## src/design/pfsc_pkg.sv

```systemverilog
// Shared types, constants and cell arithmetic for the Playfair stream cipher.
package pfsc_pkg;

    localparam int NumLetters = 26;
    localparam int SqDepth    = 25;
    localparam int LtrW       = 5;

    localparam logic [LtrW-1:0] LtrA    = 5'd0;
    localparam logic [LtrW-1:0] LtrI    = 5'd8;
    localparam logic [LtrW-1:0] LtrJ    = 5'd9;
    localparam logic [LtrW-1:0] LtrX    = 5'd23;
    localparam logic [LtrW-1:0] LtrZ    = 5'd25;
    localparam logic [LtrW-1:0] SqCells = 5'd25;

    typedef enum logic [2:0] {
        CMD_CLEAR = 3'd0,
        CMD_KEY   = 3'd1,
        CMD_CLOSE = 3'd2,
        CMD_TEXT  = 3'd3,
        CMD_END   = 3'd4
    } t_cmd;

    typedef enum logic [2:0] {
        ST_IDLE,
        ST_CLOSE,
        ST_RD_A,
        ST_RD_B,
        ST_CALC,
        ST_SQ_A,
        ST_SQ_B,
        ST_OUT
    } t_state;

    typedef struct packed {
        logic clear;
        logic place_key;
        logic walk_start;
        logic walk_step;
        logic set_ready;
        logic hold_load;
        logic held_drop;
        logic pair_load;
        logic pair_filler;
        logic rd_pos_a;
        logic rd_pos_b;
        logic calc;
        logic rd_sq_a;
        logic rd_sq_b;
        logic out_load;
    } t_ctl;

    typedef struct packed {
        logic square_ready;
        logic held_valid;
        logic held_match;
        logic letter_ok;
        logic walk_last;
        logic out_free;
    } t_status;

    function automatic logic [2:0] f_row(input logic [LtrW-1:0] p);
        logic [2:0] r;
        if (p >= 5'd20) r = 3'd4;
        else if (p >= 5'd15) r = 3'd3;
        else if (p >= 5'd10) r = 3'd2;
        else if (p >= 5'd5) r = 3'd1;
        else r = 3'd0;
        return r;
    endfunction

    function automatic logic [2:0] f_col(input logic [LtrW-1:0] p, input logic [2:0] r);
        logic [LtrW-1:0] t;
        t = p - ({2'b00, r} << 2) - {2'b00, r};
        return t[2:0];
    endfunction

    function automatic logic [2:0] f_step(input logic [2:0] x, input logic back);
        logic [2:0] y;
        if (back) y = (x == 3'd0) ? 3'd4 : x - 3'd1;
        else y = (x == 3'd4) ? 3'd0 : x + 3'd1;
        return y;
    endfunction

    function automatic logic [LtrW-1:0] f_cell(input logic [2:0] r, input logic [2:0] c);
        return ({2'b00, r} << 2) + {2'b00, r} + {2'b00, c};
    endfunction

endpackage

```

## src/design/playfair_stream_cipher.sv

```systemverilog
// Top level of the Playfair stream cipher: controller, datapath and configuration port.
//
// Channel   Direction  Handshake                    Payload
// input     in         i_in_valid / o_in_ready      i_cmd, i_letter
// result    out        o_out_valid / i_out_ready    o_out_first, o_out_second, o_filler_added
// config    in         i_cfg_valid / o_cfg_ready    i_cfg_data (decrypt mode)
//
// Clear, key letter and non-pairing text items are handled without leaving the idle state.
// A close key request walks all 26 letters, one per cycle.
// A request that completes a pair steps through two position reads and two
// square reads through the single read port of each memory, plus the lookup step.
// Reset is synchronous and active low; it clears the key state, the mode and the result.
// A result waits in the output register while the next requests are taken; a new
// pair stalls in its last step only while that register is still full.
module playfair_stream_cipher (
    input  logic                      i_clk,
    input  logic                      i_rst_n,
    input  logic                      i_in_valid,
    output logic                      o_in_ready,
    input  logic [2:0]                i_cmd,
    input  logic [pfsc_pkg::LtrW-1:0] i_letter,
    output logic                      o_out_valid,
    input  logic                      i_out_ready,
    output logic [pfsc_pkg::LtrW-1:0] o_out_first,
    output logic [pfsc_pkg::LtrW-1:0] o_out_second,
    output logic                      o_filler_added,
    input  logic                      i_cfg_valid,
    output logic                      o_cfg_ready,
    input  logic                      i_cfg_data
);
    import pfsc_pkg::*;

    t_ctl    ctl;
    t_status status;

    assign o_cfg_ready = 1'b1;

    pfsc_ctrl u_ctrl (
        .i_clk      (i_clk),
        .i_rst_n    (i_rst_n),
        .i_in_valid (i_in_valid),
        .o_in_ready (o_in_ready),
        .i_cmd      (i_cmd),
        .i_status   (status),
        .o_ctl      (ctl)
    );

    pfsc_dpath u_dpath (
        .i_clk          (i_clk),
        .i_rst_n        (i_rst_n),
        .i_ctl          (ctl),
        .o_status       (status),
        .i_letter       (i_letter),
        .i_cfg_valid    (i_cfg_valid && o_cfg_ready),
        .i_cfg_data     (i_cfg_data),
        .o_out_valid    (o_out_valid),
        .i_out_ready    (i_out_ready),
        .o_out_first    (o_out_first),
        .o_out_second   (o_out_second),
        .o_filler_added (o_filler_added)
    );

endmodule

```

## src/design/pfsc_ram.sv

```systemverilog
// Generic single-write, single-read RAM with registered read data.
module pfsc_ram #(
    parameter int Width = 5,
    parameter int Depth = 25
) (
    input  logic                     i_clk,
    input  logic                     i_we,
    input  logic [$clog2(Depth)-1:0] i_waddr,
    input  logic [Width-1:0]         i_wdata,
    input  logic                     i_re,
    input  logic [$clog2(Depth)-1:0] i_raddr,
    output logic [Width-1:0]         o_rdata
);

    logic [Width-1:0] r_mem [Depth];
    logic [Width-1:0] r_rdata;

    always_ff @(posedge i_clk) begin
        if (i_we) begin
            r_mem[i_waddr] <= i_wdata;
        end
        if (i_re) begin
            r_rdata <= r_mem[i_raddr];
        end
    end

    assign o_rdata = r_rdata;

endmodule

```

## src/design/pfsc_ctrl.sv

```systemverilog
// Controller state machine that sequences key loading, key closing and pair lookups.
module pfsc_ctrl (
    input  logic              i_clk,
    input  logic              i_rst_n,
    input  logic              i_in_valid,
    output logic              o_in_ready,
    input  logic [2:0]        i_cmd,
    input  pfsc_pkg::t_status i_status,
    output pfsc_pkg::t_ctl    o_ctl
);
    import pfsc_pkg::*;

    t_state r_state;
    t_state n_state;
    t_ctl   ctl;

    always_ff @(posedge i_clk) begin
        if (!i_rst_n) begin
            r_state <= ST_IDLE;
        end else begin
            r_state <= n_state;
        end
    end

    always_comb begin
        n_state    = r_state;
        ctl        = '0;
        o_in_ready = 1'b0;
        case (r_state)
            ST_IDLE: begin
                o_in_ready = 1'b1;
                if (i_in_valid) begin
                    case (t_cmd'(i_cmd))
                        CMD_CLEAR: begin
                            ctl.clear = 1'b1;
                        end
                        CMD_KEY: begin
                            ctl.place_key = !i_status.square_ready;
                        end
                        CMD_CLOSE: begin
                            if (!i_status.square_ready) begin
                                ctl.walk_start = 1'b1;
                                n_state        = ST_CLOSE;
                            end
                        end
                        CMD_TEXT: begin
                            if (i_status.square_ready && i_status.letter_ok) begin
                                if (!i_status.held_valid) begin
                                    ctl.hold_load = 1'b1;
                                end else if (i_status.held_match) begin
                                    ctl.pair_load   = 1'b1;
                                    ctl.pair_filler = 1'b1;
                                    n_state         = ST_RD_A;
                                end else begin
                                    ctl.pair_load = 1'b1;
                                    ctl.held_drop = 1'b1;
                                    n_state       = ST_RD_A;
                                end
                            end
                        end
                        CMD_END: begin
                            if (i_status.square_ready && i_status.held_valid) begin
                                ctl.pair_load   = 1'b1;
                                ctl.pair_filler = 1'b1;
                                ctl.held_drop   = 1'b1;
                                n_state         = ST_RD_A;
                            end
                        end
                        default: begin
                        end
                    endcase
                end
            end
            ST_CLOSE: begin
                ctl.walk_step = 1'b1;
                if (i_status.walk_last) begin
                    ctl.set_ready = 1'b1;
                    n_state       = ST_IDLE;
                end
            end
            ST_RD_A: begin
                ctl.rd_pos_a = 1'b1;
                n_state      = ST_RD_B;
            end
            ST_RD_B: begin
                ctl.rd_pos_b = 1'b1;
                n_state      = ST_CALC;
            end
            ST_CALC: begin
                ctl.calc = 1'b1;
                n_state  = ST_SQ_A;
            end
            ST_SQ_A: begin
                ctl.rd_sq_a = 1'b1;
                n_state     = ST_SQ_B;
            end
            ST_SQ_B: begin
                ctl.rd_sq_b = 1'b1;
                n_state     = ST_OUT;
            end
            ST_OUT: begin
                if (i_status.out_free) begin
                    ctl.out_load = 1'b1;
                    n_state      = ST_IDLE;
                end
            end
            default: begin
                n_state = ST_IDLE;
            end
        endcase
    end

    assign o_ctl = ctl;

`ifndef SYNTHESIS
    a_pair_runs_to_out: assert property (@(posedge i_clk) disable iff (!i_rst_n)
        (r_state == ST_RD_A) |=> ##3 (r_state == ST_SQ_B))
        else $error("pair lookup sequence broken");
    a_close_needs_open_key: assert property (@(posedge i_clk) disable iff (!i_rst_n)
        (r_state == ST_CLOSE) |-> !i_status.square_ready)
        else $error("key walk while square already closed");
    a_out_waits_for_slot: assert property (@(posedge i_clk) disable iff (!i_rst_n)
        (r_state == ST_OUT && !i_status.out_free) |=> (r_state == ST_OUT))
        else $error("left output state without a free slot");
`endif

endmodule

```

## src/design/pfsc_dpath.sv

```systemverilog
// Datapath with key square and position memories, pair registers and output register.
module pfsc_dpath (
    input  logic                          i_clk,
    input  logic                          i_rst_n,
    input  pfsc_pkg::t_ctl                i_ctl,
    output pfsc_pkg::t_status             o_status,
    input  logic [pfsc_pkg::LtrW-1:0]     i_letter,
    input  logic                          i_cfg_valid,
    input  logic                          i_cfg_data,
    output logic                          o_out_valid,
    input  logic                          i_out_ready,
    output logic [pfsc_pkg::LtrW-1:0]     o_out_first,
    output logic [pfsc_pkg::LtrW-1:0]     o_out_second,
    output logic                          o_filler_added
);
    import pfsc_pkg::*;

    logic                  r_mode;
    logic [NumLetters-1:0] r_used;
    logic [LtrW-1:0]       r_fill;
    logic                  r_ready;
    logic [LtrW-1:0]       r_held;
    logic                  r_held_valid;
    logic [LtrW-1:0]       r_walk;
    logic [LtrW-1:0]       r_a;
    logic [LtrW-1:0]       r_b;
    logic                  r_filler;
    logic [LtrW-1:0]       r_p1;
    logic [LtrW-1:0]       r_q1;
    logic [LtrW-1:0]       r_q2;
    logic [LtrW-1:0]       r_first;
    logic                  r_out_valid;
    logic [LtrW-1:0]       r_out_first;
    logic [LtrW-1:0]       r_out_second;
    logic                  r_out_filler;

    logic [LtrW-1:0] cand;
    logic            cand_used;
    logic            place_en;
    logic [LtrW-1:0] text_ltr;
    logic [LtrW-1:0] pos_rdata;
    logic [LtrW-1:0] sq_rdata;
    logic            out_free;
    logic [2:0]      row1;
    logic [2:0]      row2;
    logic [2:0]      col1;
    logic [2:0]      col2;
    logic [LtrW-1:0] n_q1;
    logic [LtrW-1:0] n_q2;

    assign cand      = i_ctl.walk_step ? r_walk : i_letter;
    assign cand_used = (cand <= LtrZ) ? r_used[cand] : 1'b1;
    assign place_en  = (i_ctl.place_key || i_ctl.walk_step) && (cand <= LtrZ) &&
                       (cand != LtrJ) && !cand_used && (r_fill < SqCells);
    assign text_ltr  = (i_letter == LtrJ) ? LtrI : i_letter;
    assign out_free  = !r_out_valid || i_out_ready;

    always_comb begin
        row1 = f_row(r_p1);
        row2 = f_row(pos_rdata);
        col1 = f_col(r_p1, row1);
        col2 = f_col(pos_rdata, row2);
        if (col1 == col2) begin
            n_q1 = f_cell(f_step(row1, r_mode), col1);
            n_q2 = f_cell(f_step(row2, r_mode), col2);
        end else if (row1 == row2) begin
            n_q1 = f_cell(row1, f_step(col1, r_mode));
            n_q2 = f_cell(row2, f_step(col2, r_mode));
        end else begin
            n_q1 = f_cell(row1, col2);
            n_q2 = f_cell(row2, col1);
        end
    end

    pfsc_ram #(.Width(LtrW), .Depth(SqDepth)) u_square (
        .i_clk   (i_clk),
        .i_we    (place_en),
        .i_waddr (r_fill),
        .i_wdata (cand),
        .i_re    (i_ctl.rd_sq_a || i_ctl.rd_sq_b),
        .i_raddr (i_ctl.rd_sq_a ? r_q1 : r_q2),
        .o_rdata (sq_rdata)
    );

    pfsc_ram #(.Width(LtrW), .Depth(NumLetters)) u_position (
        .i_clk   (i_clk),
        .i_we    (place_en),
        .i_waddr (cand),
        .i_wdata (r_fill),
        .i_re    (i_ctl.rd_pos_a || i_ctl.rd_pos_b),
        .i_raddr (i_ctl.rd_pos_a ? r_a : r_b),
        .o_rdata (pos_rdata)
    );

    always_ff @(posedge i_clk) begin
        if (!i_rst_n) begin
            r_mode       <= 1'b0;
            r_used       <= '0;
            r_fill       <= '0;
            r_ready      <= 1'b0;
            r_held       <= LtrA;
            r_held_valid <= 1'b0;
            r_walk       <= '0;
            r_out_valid  <= 1'b0;
        end else begin
            if (i_cfg_valid) begin
                r_mode <= i_cfg_data;
            end
            if (i_ctl.clear) begin
                r_used       <= '0;
                r_fill       <= '0;
                r_ready      <= 1'b0;
                r_held       <= LtrA;
                r_held_valid <= 1'b0;
            end else begin
                if (place_en) begin
                    r_used <= r_used | ({{(NumLetters-1){1'b0}}, 1'b1} << cand);
                    r_fill <= r_fill + 5'd1;
                end
                if (i_ctl.set_ready) begin
                    r_ready <= 1'b1;
                end
                if (i_ctl.hold_load) begin
                    r_held       <= text_ltr;
                    r_held_valid <= 1'b1;
                end else if (i_ctl.held_drop) begin
                    r_held_valid <= 1'b0;
                end
            end
            if (i_ctl.walk_start) begin
                r_walk <= '0;
            end else if (i_ctl.walk_step) begin
                r_walk <= r_walk + 5'd1;
            end
            if (i_ctl.out_load) begin
                r_out_valid <= 1'b1;
            end else if (i_out_ready) begin
                r_out_valid <= 1'b0;
            end
        end
    end

    always_ff @(posedge i_clk) begin
        if (i_ctl.pair_load) begin
            r_a      <= r_held;
            r_b      <= i_ctl.pair_filler ? LtrX : text_ltr;
            r_filler <= i_ctl.pair_filler;
        end
        if (i_ctl.rd_pos_b) begin
            r_p1 <= pos_rdata;
        end
        if (i_ctl.calc) begin
            r_q1 <= n_q1;
            r_q2 <= n_q2;
        end
        if (i_ctl.rd_sq_b) begin
            r_first <= sq_rdata;
        end
        if (i_ctl.out_load) begin
            r_out_first  <= r_first;
            r_out_second <= sq_rdata;
            r_out_filler <= r_filler;
        end
    end

    assign o_status.square_ready = r_ready;
    assign o_status.held_valid   = r_held_valid;
    assign o_status.held_match   = (r_held == text_ltr);
    assign o_status.letter_ok    = (i_letter <= LtrZ);
    assign o_status.walk_last    = (r_walk == LtrZ);
    assign o_status.out_free     = out_free;

    assign o_out_valid    = r_out_valid;
    assign o_out_first    = r_out_first;
    assign o_out_second   = r_out_second;
    assign o_filler_added = r_out_filler;

`ifndef SYNTHESIS
    a_fill_bound: assert property (@(posedge i_clk) disable iff (!i_rst_n)
        r_fill <= SqCells)
        else $error("fill count beyond square size");
    a_ready_full: assert property (@(posedge i_clk) disable iff (!i_rst_n)
        r_ready |-> (r_fill == SqCells))
        else $error("square closed but not full");
    a_used_matches_fill: assert property (@(posedge i_clk) disable iff (!i_rst_n)
        $countones(r_used) == int'(r_fill))
        else $error("used letter mask disagrees with fill count");
    a_out_holds: assert property (@(posedge i_clk) disable iff (!i_rst_n)
        (r_out_valid && !i_out_ready) |=> r_out_valid)
        else $error("pending result dropped");
`endif

endmodule
```

## config.mk

```make
export PLATFORM = sky130hd
export DESIGN_NAME = playfair_stream_cipher
export DESIGN_NICKNAME = d
export VERILOG_FILES = /design/src/design/pfsc_pkg.sv /design/src/design/playfair_stream_cipher.sv /design/src/design/pfsc_ram.sv /design/src/design/pfsc_ctrl.sv /design/src/design/pfsc_dpath.sv
export SDC_FILE = /design/constraint.sdc
export NUM_CORES = 1
export LEC_CHECK = 0
export CAP_MARGIN = 20
export CELL_PAD_IN_SITES_DETAIL_PLACEMENT = 1
export CELL_PAD_IN_SITES_GLOBAL_PLACEMENT = 1
export CORE_UTILIZATION = 55
export CTS_BUF_LIST = sky130_fd_sc_hd__clkbuf_8
export CTS_CLUSTER_SIZE = 12
export DETAILED_ROUTE_END_ITERATION = 10
export DONT_BUFFER_PORTS = 1
export GPL_TIMING_DRIVEN = 0
export PLACE_DENSITY = 0.9
export SYNTH_ARGS = -nofsm -noshare
export SYNTH_HDL_FRONTEND = slang
export SYNTH_SLANG_ARGS = --single-unit
```

## constraint.sdc

```tcl
create_clock -name i_clk -period 9.2 [get_ports i_clk]
set_clock_uncertainty 0.15 [all_clocks]
set_input_delay 0.92 -clock i_clk [delete_from_list [all_inputs] [get_ports i_clk]]
set_output_delay 0.92 -clock i_clk [all_outputs]
set_load 0.005 [all_outputs]
```

---- Word level (Yosys, flattened, before mapping) ----
Memories as Yosys holds them, arrays and structs flattened. A register that Yosys moved wholly into a read port is not among the register bits.
Cells that the tools add are included.
storage, ports and cells
  input bits .............................. 14
  RAM bits ................................ 255
  register bits after elaboration ......... 90
  output and inout bits ................... 14
  memories ................................ 2
cells by class
  muxes and demuxes ....................... 78
  magnitude comparators ................... 12
  shift-type cells ........................ 1
  reductions and logical operators ........ 24
  bitwise logic cells ..................... 2
  equality and inequality tests ........... 29
  $add $sub $neg .......................... 24
memory list
  memory                    depth  width  rd ports  clocked after memory_dff  wr ports  line            source
  u_dpath.u_position.r_mem  26     5      1         1                         1         pfsc_ram.sv:15  logic [Width-1:0] r_mem [Depth];
  u_dpath.u_square.r_mem    25     5      1         1                         1         pfsc_ram.sv:15
operators with widths
  cell                  number
  $mux 3                33
  $add 5x3->5           10
  $mux 5                8
  $eq 3x3->1 const B    9
  $mux 1                27
  $or 26x26->26         1
  $shl 1x5->26 const A  1
  $pmux 3 s8            1
  $ge 5x4->1 const B    4
  $logic_not 3->1       6
  $add 3x1->3 const B   4
  $eq 3x2->1 const B    4
  $mux 4                3
  $sub 3x1->3 const B   4
  $sub 3x3->3           4
  $add 5x1->5 const B   2
  $ge 5x3->1 const B    2
  $ge 5x5->1 const B    2
  $le 5x5->1 const B    2
  $ne 3x2->1 const B    3
  $pmux 3 s3            1
  $reduce_and 8->1      1
  $eq 3x1->1 const B    2
  $eq 3x3->1            2
  19 further kinds      34

---- Depth between registers and ports, before layout ----
Gate-level depths: netlist (run 1).
  depth in word-level cells ............... 15
  gate-level depth with buffers ........... 22

---- Hierarchy ----
From an unflattened synthesis (run 1), not the netlist that was laid out.
second synthesis, totals
  cells, all modules ...................... 1118
  area, all modules ....................... 16151.7 µm²
by module, submodules not included
  module                          area each (µm²)  times used  seq. area each (µm²)  cells each
  pfsc_ram at u_dpath.u_position  5415.2           1           4053.9                315
  pfsc_dpath                      5172.5           1           2142.1                471
  pfsc_ram at u_dpath.u_square    5128.7           1           3903.7                272
  pfsc_ctrl                       424.2            1           60.1                  58
  playfair_stream_cipher          11.3             1           0.0                   2

---- Worst setup path before layout (run 1) ----
Ideal clock, no wire load.
  path type ............................... register -> register
  start ................................... register u_dpath.r_p1[1]
  end ..................................... register u_dpath.r_q1[4] (data pin)
  clock period less this slack ............ 4.797 ns
  arrival ................................. 4.387 ns
  required time ........................... 8.790 ns
  slack ................................... 4.403 ns
  stages on the path, launching flop included .. 20
  cell sequence ........................... edfxtp_1 -> nor2_1 -> o21ai_0 -> a221o_1 -> nand2_1 -> inv_1 -> ha_1 -> inv_1 -> ha_1 -> or2_2 -> fa_1 -> xnor2_1 -> xnor2_1 -> fa_1 -> inv_1 -> ha_1 -> a21o_1 -> a21oi_1 -> xor2_1 -> mux2_2
between the ends
  longest elaborated chain between the ends .. 15
RTL lines
  element                                    line                            source
  start: declaration                         pfsc_dpath.sv:28                logic [LtrW-1:0] r_p1;
  start signal: assignment                   pfsc_dpath.sv:150               r_p1 <= pos_rdata;
  $ge 5x3->1                                 pfsc_pkg.sv:66                  else if (p >= 5'd5) r = 3'd1;
  $mux 1                                     pfsc_pkg.sv:66
  $mux 2                                     pfsc_pkg.sv:65                  else if (p >= 5'd10) r = 3'd2;
  $mux 2                                     pfsc_pkg.sv:64                  else if (p >= 5'd15) r = 3'd3;
  $mux 3                                     pfsc_pkg.sv:63                  if (p >= 5'd20) r = 3'd4;
  $sub 3x3->3 (2 in a row)                   pfsc_pkg.sv:73                  t = p - ({2'b00, r} << 2) - {2'b00, r};
  $add 3x1->3, or another cell as far along  pfsc_pkg.sv:80                  else y = (x == 3'd4) ? 3'd0 : x + 3'd1;
  $mux 3, on equally long branches           pfsc_pkg.sv:80, pfsc_pkg.sv:79
  $mux 3                                     pfsc_pkg.sv:79                  if (back) y = (x == 3'd0) ? 3'd4 : x - 3'd1;
  $mux 3                                     pfsc_dpath.sv:66                end else if (row1 == row2) begin
  $mux 3                                     pfsc_dpath.sv:63                if (col1 == col2) begin
  $add 5x3->5                                pfsc_pkg.sv:85                  return ({2'b00, r} << 2) + {2'b00, r} + {2'b00, c};
  $mux 5                                     pfsc_dpath.sv:66
  $mux 5 (*)                                 pfsc_dpath.sv:63
  net u_dpath.n_q1[4]                        pfsc_dpath.sv:48                logic [LtrW-1:0] n_q1;
  end signal: assignment                     pfsc_dpath.sv:153               r_q1 <= n_q1;
  end: declaration                           pfsc_dpath.sv:29                logic [LtrW-1:0] r_q1;
Mark *: on every way through the listed nets, which the timed path passes. The rest lies on a longest branch. The select of a mux whose other input is x is not followed.
A chain may end at the register's enable or synchronous reset.

---- Worst setup path after layout (run 1) ----
Same ends and word-level chain as after synthesis.

==> impl_metrics.tcl, run 1 <==
set metrics [dict create \
    status "complete, no violations" \
    syn_avg_cell_area_um2 14.8 \
    crit_arrival_ns 6.06 \
    diodes 0 \
    ys_types 69 \
    gp_congestion 0.830 \
    fin_total_pwr_mw 3.34 \
    vias 10100 \
    post-cts-setup-buffers 0 \
    rsz0062_at_grt "false" \
    pwr-share-seq 0.529 \
    ys_seq_area_frac 0.629 \
    power.density_mw_per_mm2 186 \
    ys_async_sr_fraction 0 \
    finalSetupViolations 0 \
    synth_top_area_frac 0.569 \
    reg_top3 "u_dpath.u_position.r_mem (130), u_dpath.u_square.r_mem (125), u_dpath.r_used (26)" \
    hold_viol_final 0 \
    min_path_type "reg2reg" \
    drive_gt1_frac 0.171 \
    fp.dieArea_mm2 0.0301 \
    drc 0 \
    multiInputGateArea_mm2 0.00564 \
    ys_ff_latch 355 \
    max_freq_ghz 0.171 \
    crit_path_end_kind "flop" \
    synth_area_leader_cell "edfxtp_1" \
    register_area_mm2 0.0102 \
    mappedNetlistArea_mm2 0.0162 \
    initial_utilization 0.561 \
    grt_pass1_wl_mm 67.3 \
    ys.flop_type "edfxtp_1" \
    irDropWorstVdd_v 0.000128 \
    rows 62 \
    switchingPower_uw 817 \
    cts.reportedPaths.clkPinSlew_ns 0.06 \
    grt_pass1_vias 11100 \
    p_leak_nw 6.35 \
    final_util 0.622 \
    postCtsHoldBufs 0 \
    die_y_um 174 \
    syn_inst 1092 \
    grt_max_degree 34 \
    start_kind "flop" \
    core_mm2 0.0289 \
    cts.sinks 355 \
    numPortBuffers 0 \
    syn2layout_area_growth_pct 10.8 \
    p_clk_frac 0.398 \
    ios 28 \
    ant_nets 0 \
    hold_ws_ns 0.274 \
    p_int_mw 2.52 \
    netlist_top_cells_area "edfxtp_1 57%, mux4_2 7.2%, dfxtp_1 5.9%, mux2i_1 5.7%, ha_1 2.8%" \
    nets 1221 \
    drt_first_pass_iters 5 \
    yosysWarnings 0 \
    die_x_um 174 \
    final.period_utilization 0.636 \
    cp_max_fo 6 \
    drt-initial-drc-count 964 \
    sw_frac_of_total 0.245 \
    gr-total-overflow 0 \
    cts_root_buffer "clkbuf_8" \
    nFillCells 2720 \
    cts_buffers 57 \
    largest_reg_flops 130 \
    critPathKind "reg2reg" \
    rrSetupSlack_ns 3.35 \
    worst_pin_slew_ns 1.12 \
    viasPerCell 6.33 \
    cts_max_path_buffers 3 \
    routed_wl_mm 44.1 \
    tritoncts "yes" \
    synth-edff-count 307 \
    maxSlewViolCount 0 \
    drv_cap 0 \
    required_ns 9.40 \
    htree_levels 2 \
    max_slew_margin 0.250 \
    antenna_found_initial 0 \
    grt_usage 0.298 \
    clock_latency_ns 0.61 \
    cts-resized-gates 0 \
    hpwl_mm 30.0 \
    pwr-share-comb 0.073 \
    routedWlPerCell_um 27.6 \
    max_flop_register "u_dpath.u_position.r_mem" \
    setup_tns_ns 0 \
    min_period_ns 5.85 \
]
-- per-layer routing --
| layer | up-vias | global-route usage | wire length, µm |
|---|---|---|---|
| met5 | - | 0 | 0 |
| met3 | 125 | 0.0366 | 2220 |
| met1 | 5181 | 0.354 | 16500 |
| li1 | 4353 | - | - |
| met4 | 0 | 0.132 | 1790 |
| met2 | 438 | 0.542 | 23600 |
-- cell usage after synthesis, drive strengths merged, types with 2 or more instances --
cell,instances
and3,21
nand2b,24
mux2i,93
nor4,5
maj3,2
o22ai,7
nor2b,19
a22o,7
nand4,4
o21a,10
edfxtp,307
mux4,52
mux2,16
or2,10
dfxtp,48
ha,36
nand3,13
buf,20
a31oi,3
nor4b,2
inv,43
nor3,31
o31ai,4
conb,2
fa,8
o21bai,2
nor3b,6
and2,3
o211ai,4
xnor2,13
nand3b,3
a211oi,11
xor2,15
o41ai,17
nor2,32
o31a,2
a21oi,37
a221oi,7
clkbuf,32
a22oi,3
nand2,73
a21o,10
o21ai,24
-- power groups by stage --
stage | logic, mW | registers (mW) | clock network [mW]
finish | 0.244 | 1.77 | 1.33
detailed placement | 0.228 | 1.80 | 0
global placement | 0.208 | 1.80 | 0
global route | 0.259 | 1.77 | 1.41
floorplan | 0.155 | 1.80 | 0
CTS | 0.233 | 1.77 | 1.34
-- worst paths after layout --
| check | from | endpoint | cells past startpoint |
|---|---|---|---|
| setup / recovery | u_dpath.r_p1[1]$_DFFE_PN_ | u_dpath.r_q1[4]$_DFFE_PP_ | 19 |
| hold / removal | u_dpath.r_first[0]$_DFFE_PP_ | u_dpath.o_out_first[0]$_DFFE_PP_ | 0 |
| setup reg to reg | u_dpath.r_p1[1]$_DFFE_PN_ | u_dpath.r_q1[4]$_DFFE_PP_ | 19 |
| hold reg to reg | u_dpath.r_first[0]$_DFFE_PP_ | u_dpath.o_out_first[0]$_DFFE_PP_ | 0 |
-- layout make-up --
class / instances / area share
Buffer: 52 / 0.0132
Clock buffer: 66 / 0.0506
Clock inverter: 42 / 0.0119
Inverter: 43 / 0.00900
Multi-Input combinational cell: 646 / 0.314
Sequential cell: 355 / 0.567
Tap cell: 384 / 0.0268
Timing Repair Buffer: 8 / 0.00704
-- kinds of logic (layout without fill, tap and decap cells) --
family | count (synthesis) | after routing | synth area share
flops | 355 | 355 | 0.629
simple gates | 249 | 249 | 0.0799
mux | 161 | 161 | 0.142
compound gates | 156 | 156 | 0.0705
buf+inv | 95 | 211 | 0.0246
fa+ha+maj | 46 | 46 | 0.0389
xor+xnor | 28 | 28 | 0.0151
other cells | 2 | 6 | 0.000464
-- worst max-delay path, stage by stage (launching register included) --
cell	delay, ns
edfxtp_1	0.53
nor2_1	0.19
o21ai_0	0.09
a221o_1	0.51
nand2_1	0.18
inv_1	0.12
ha_1	0.33
inv_1	0.05
ha_1	0.17
or2_2	0.31
fa_1	0.39
xnor2_1	0.17
xnor2_1	0.70
fa_1	0.54
inv_1	0.14
ha_1	0.25
a21o_1	0.16
a21oi_1	0.21
xor2_1	0.12
mux2_2	0.29
-- stage by stage --
step / setup slack [ns] / cells / area [µm²]
final: 3.35 / 1596 / 17900
after global placement: 3.91 / 1480 / 16700
after detailed placement: 3.49 / 1482 / 16700
after global routing: 3.13 / 1596 / 17900
after CTS: 3.40 / 1590 / 17800
after floorplan: 4.40 / 1096 / 16200
-- placed cells by master, fill, tap and decap left out, types with 31 or more instances in the layout --
| cell | count |
|---|---|
| nand2_1 | 72 |
| nor3_1 | 31 |
| clkbuf_8 | 66 |
| a21oi_1 | 37 |
| clkbuf_1 | 32 |
| nor2_1 | 31 |
| edfxtp_1 | 307 |
| dfxtp_1 | 48 |
| mux4_2 | 52 |
| ha_1 | 36 |
| mux2i_1 | 92 |
| inv_1 | 59 |
(Power assumes the default switching activity.)
==> inputs of run 2 (changes only) <==
Clock period 9.2 ns to 5.6 ns, I/O delays scaled along.
==> run 2 against run 1 <==
The run now ends with negative setup slack left; cell area increased by 0.49%; combinational power increased by 68%; sequential share of layout area fell by 0.28 points; global-route usage is 0.078 points higher; non-clock buffer count increased by 9; setup slack worse by 3.4 ns; utilization is 0.31 points higher; critical path type unchanged; critical endpoint is now u_dpath.r_q1[3]$_DFFE_PP_; largest cell class unchanged.
==> impl_metrics.tcl, run 2 (synthesis results as in run 1) <==
set metrics [dict create \
    status "complete, but fails checks" \
    violations "negative setup slack" \
    drive_gt1_frac 0.176 \
    grt_usage 0.298 \
    gp_congestion 0.830 \
    hpwl_mm 30.0 \
    mostFrequentLayoutCells "307 x edfxtp_1, 92 x mux2i_1, 72 x nand2_1" \
    finalSetupViolations 1 \
    irDropWorstVdd_v 0.000212 \
    vias 10400 \
    drt_first_pass_iters 5 \
    required_ns 5.78 \
    worstHoldPathCells 2 \
    rrSetupSlack_ns -0.01 \
    r2r_start "u_dpath.r_p1[1]$_DFFE_PN_" \
    nets 1230 \
    ios 28 \
    hold_viol_final 0 \
    grt_max_degree 34 \
    diodes 0 \
    register_area_mm2 0.0102 \
    routed_wl_mm 44.6 \
    maxSlewViolCount 0 \
    final.period_utilization 1.00 \
    crit_arrival_ns 5.79 \
    hp-start "i_rst_n" \
    largest_reg_flops 130 \
    cts_root_buffer "clkbuf_8" \
    syn2layout_area_growth_pct 11.3 \
    drc 0 \
    numPortBuffers 0 \
    viasPerCell 6.46 \
    antenna_found_initial 0 \
    critPathKind "reg2reg" \
    nFillCells 2731 \
    final_util 0.625 \
    rr_worst_depth 22 \
    initial_utilization 0.561 \
    setup_tns_ns -0.0113 \
    max_slew_margin 0.275 \
    routedWlPerCell_um 27.8 \
    multiInputGateArea_mm2 0.00565 \
    max_flop_register "u_dpath.u_position.r_mem" \
    min_path_type "in2reg" \
    cp_max_fo 5 \
    cts_max_path_buffers 3 \
    place_area_mm2 0.0167 \
    htree_levels 2 \
    core_mm2 0.0289 \
    drv_cap 0 \
    power.density_mw_per_mm2 305 \
    reg_top3 "u_dpath.u_position.r_mem (130), u_dpath.u_square.r_mem (125), u_dpath.r_used (26)" \
    cts.reportedPaths.clkPinSlew_ns 0.07 \
    cts.sinks 355 \
    min_period_ns 5.61 \
    grt_pass1_wl_mm 67.5 \
    clock_latency_ns 0.61 \
    rows 62 \
    grt_pass1_vias 11200 \
    whs_endpoint "u_dpath.r_walk[4]$_SDFFE_PP0P_" \
    start_kind "flop" \
    tritoncts "yes" \
    stdcell_area_mm2 0.0180 \
    fin_ws_ns -0.0113 \
    gr-total-overflow 0 \
    worst_pin_slew_ns 1.08 \
    crit_path_end_kind "flop" \
    fp.dieArea_mm2 0.0301 \
    ant_nets 0 \
    p_leak_nw 6.40 \
    die_y_um 174 \
    max_freq_ghz 0.178 \
    cts_buffers 57 \
    die_x_um 174 \
    r2r_end "u_dpath.r_q1[3]$_DFFE_PP_" \
    drt-initial-drc-count 787 \
    final_common_cell "edfxtp_1" \
]
-- run 2: cell count changes in the layout (fill, tap and decap cells not counted) --
cell / previous run / this run
buf_4: 3 / 8
dlygate4sd3_1: 0 / 4
a221o_1: 1 / 0
a221o_2: 0 / 1
fa_1: 8 / 7
fa_2: 0 / 1
xnor2_1: 13 / 12
xnor2_2: 0 / 1
-- run 2: worst max path at each step --
stage                                   start                   endpoint  slack (ns)  depth (start not counted)
floorplan           u_dpath.r_p1[1]$_DFFE_PN_  u_dpath.r_q1[4]$_DFFE_PP_        0.80                         19
global placement    u_dpath.r_p1[1]$_DFFE_PN_  u_dpath.r_q1[4]$_DFFE_PP_        0.31                         20
detailed placement  u_dpath.r_p1[1]$_DFFE_PN_  u_dpath.r_q1[4]$_DFFE_PP_       -0.11                         19
CTS                 u_dpath.r_p1[1]$_DFFE_PN_  u_dpath.r_q1[4]$_DFFE_PP_        0.06                         19
global route        u_dpath.r_p1[1]$_DFFE_PN_  u_dpath.r_q1[3]$_DFFE_PP_       -0.27                         22
finish              u_dpath.r_p1[1]$_DFFE_PN_  u_dpath.r_q1[3]$_DFFE_PP_       -0.01                         22
-- run 2: area by class of cell --
type,instances,share of cell area
clock buffers,66,0.0504
well taps,384,0.0266
inverters,43,0.00895
clock inverters,42,0.0119
flip-flops and latches,355,0.565
multi-input cells,646,0.313
repair buffers,17,0.0113
plain buffers,52,0.0131
-- run 2: where the power goes --
group,total [mW],internal (mW),switching [mW]
Sequential,2.90,2.89,0.0121
Combinational,0.410,0.131,0.278
Clock,2.18,1.13,1.05
-- run 2: stage by stage --
stage / setup slack [ns] / total power, mW / hold slack [ns] / cells
floorplan: 0.803 / 3.21 / 0.250 / 1096
global placement: 0.310 / 3.30 / 0.253 / 1480
detailed placement: -0.113 / 3.34 / 0.257 / 1482
CTS: 0.0572 / 5.50 / 0.0555 / 1594
global route: -0.270 / 5.65 / 0.0878 / 1605
finish: -0.0113 / 5.49 / 0.0685 / 1605
-- run 2: metal layers --
metal / GRT usage / wire length (µm) / vias to the layer above
met1: 0.354 / 16600 / 5321
li1: - / - / 4372
met2: 0.542 / 23500 / 499
met5: 0 / 0 / -
met3: 0.0355 / 2170 / 184
met4: 0.139 / 2380 / 0
-- run 2: critical path, cell delays in order (launching register included) --
cell,delay [ns]
edfxtp_1,0.47
nor2_1,0.17
o21ai_0,0.09
a221o_2,0.51
nand2_1,0.15
inv_1,0.12
ha_1,0.33
inv_1,0.07
ha_1,0.20
or2_2,0.32
fa_2,0.60
inv_1,0.12
ha_1,0.22
inv_1,0.11
nand2_1,0.06
o211ai_1,0.08
o21ai_0,0.11
mux2i_1,0.32
ha_1,0.31
a21o_1,0.18
a21oi_1,0.25
xnor2_1,0.22
mux2i_1,0.18
-- run 2: timing repair --
action	CTS	global route
hold buffers	4	0
gates resized for setup	1	2
setup buffers	0	5
hold endpoints to repair	8	0
pin swaps	0	1
setup endpoints to repair	1	3
==> inputs of run 3 (changes only) <==
Clock period 5.6 ns to 6.2 ns, I/O delays scaled along.
==> run 3 against run 2 <==
The flow now finishes without violations; global-route usage decreased by 0.078 points; sequential share of layout area increased by 0.25 points; clock power shrank 9.6%; sequential power is 9.7% lower; via count fell by 1.7%.
==> impl_metrics.tcl, run 3 (synthesis results as in run 1) <==
set metrics [dict create \
    nets 1222 \
    cts_root_buffer "clkbuf_8" \
    mostFrequentLayoutCells "307 x edfxtp_1, 92 x mux2i_1, 72 x nand2_1" \
    cp_max_fo 6 \
    crit_path_end_kind "flop" \
    initial_utilization 0.561 \
    required_ns 6.40 \
    post-cts-setup-buffers 0 \
    drt-initial-drc-count 948 \
    cts.reportedPaths.clkPinSlew_ns 0.06 \
    viasPerCell 6.39 \
    largest_reg_flops 130 \
    worst_pin_slew_ns 1.16 \
    rsz0062_at_grt "false" \
    drive_gt1_frac 0.171 \
    cts_max_path_buffers 3 \
    finalSetupViolations 0 \
    status "complete, no violations" \
    clock_latency_ns 0.61 \
    ios 28 \
    max_flop_register "u_dpath.u_position.r_mem" \
    final_common_cell "edfxtp_1" \
    irDropWorstVdd_v 0.000191 \
    final_util 0.622 \
    tritoncts "yes" \
    crit_arrival_ns 6.05 \
    fin_total_pwr_mw 4.96 \
    routed_wl_mm 44.1 \
    final.period_utilization 0.943 \
    antenna_found_initial 0 \
    cts-resized-gates 0 \
    hold_viol_final 0 \
    die_y_um 174 \
    vias 10200 \
    setup_tns_ns 0 \
    numPortBuffers 0 \
    htree_levels 2 \
    rows 62 \
    die_x_um 174 \
    min_path_type "in2reg" \
    grt_max_degree 34 \
    cts.sinks 355 \
    drt_first_pass_iters 5 \
    hold_ws_ns 0.0311 \
    hpwl_mm 30.0 \
    syn2layout_area_growth_pct 10.9 \
    gp_congestion 0.830 \
    grt_pass1_wl_mm 67.4 \
    drv_cap 0 \
    core_mm2 0.0289 \
    power.density_mw_per_mm2 276 \
    gr-total-overflow 0 \
    drc 0 \
    grt_pass1_vias 11200 \
    maxSlewViolCount 0 \
    diodes 0 \
    routedWlPerCell_um 27.6 \
    worstHoldPathCells 1 \
    max_freq_ghz 0.171 \
    fp.dieArea_mm2 0.0301 \
    min_period_ns 5.85 \
    start_kind "flop" \
    p_leak_nw 6.35 \
    max_slew_margin 0.226 \
    ant_nets 0 \
    rr_worst_depth 19 \
    reg_top3 "u_dpath.u_position.r_mem (130), u_dpath.u_square.r_mem (125), u_dpath.r_used (26)" \
    critPathKind "reg2reg" \
    cts_buffers 57 \
    grt_usage 0.298 \
]
-- run 3: per-stage QoR --
stage	cell area (µm²)	cells	setup slack, ns
3_3_place_gp	16700	1480	0.910
4_1_cts	17800	1591	0.401
6_report	18000	1597	0.351
5_1_grt	18000	1597	0.133
3_5_place_dp	16700	1482	0.487
2_1_floorplan	16200	1096	1.40
-- run 3: cell type report --
class	count	area, µm²
Sequential cell	355	10200
Tap cell	384	480
Clock buffer	66	908
Multi-Input combinational cell	646	5640
Inverter	43	161
Fill cell	2717	10900
Buffer	52	236
Clock inverter	42	214
Timing Repair Buffer	9	136
-- run 3: final timing paths --
check,start,to,slack [ns]
setup / recovery,u_dpath.r_p1[1]$_DFFE_PN_,u_dpath.r_q1[4]$_DFFE_PP_,0.35
setup reg to reg,u_dpath.r_p1[1]$_DFFE_PN_,u_dpath.r_q1[4]$_DFFE_PP_,0.35
hold / removal,i_rst_n,u_ctrl.r_state[2]$_SDFFE_PN0P_,0.03
hold reg to reg,u_dpath.r_first[0]$_DFFE_PP_,u_dpath.o_out_first[0]$_DFFE_PP_,0.27
-- run 3: worst max-delay path, cell delays in order (launching register included) --
cell	delay [ns]
edfxtp_1	0.52
nor2_1	0.18
o21ai_0	0.09
a221o_1	0.51
nand2_1	0.18
inv_1	0.13
ha_1	0.33
inv_1	0.05
ha_1	0.16
or2_2	0.31
fa_1	0.39
xnor2_1	0.17
xnor2_1	0.69
fa_1	0.54
inv_1	0.15
ha_1	0.25
a21o_1	0.16
a21oi_1	0.21
xor2_1	0.12
mux2_2	0.29
-- run 3: report_power, final --
| group | switching [mW] | total, mW | internal, mW |
|---|---|---|---|
| logic | 0.247 | 0.364 | 0.117 |
| registers | 0.0110 | 2.62 | 2.61 |
| clock network | 0.954 | 1.97 | 1.02 |
| total | 1.21 | 4.96 | 3.74 |
-- run 3: timing repair --
| action | in CTS | in global routing |
|---|---|---|
| hold endpoints to repair | 4 | 0 |
| hold buffers | 1 | 0 |
| setup endpoints to repair | 0 | 0 |
-- run 3: metal layers --
| layer | vias to the layer above | track usage | wire length (µm) |
|---|---|---|---|
| li1 | 4365 | - | - |
| met4 | 0 | 0.134 | 1950 |
| met5 | - | 0 | 0 |
| met3 | 151 | 0.0360 | 2290 |
| met2 | 452 | 0.542 | 23400 |
| met1 | 5234 | 0.353 | 16500 |
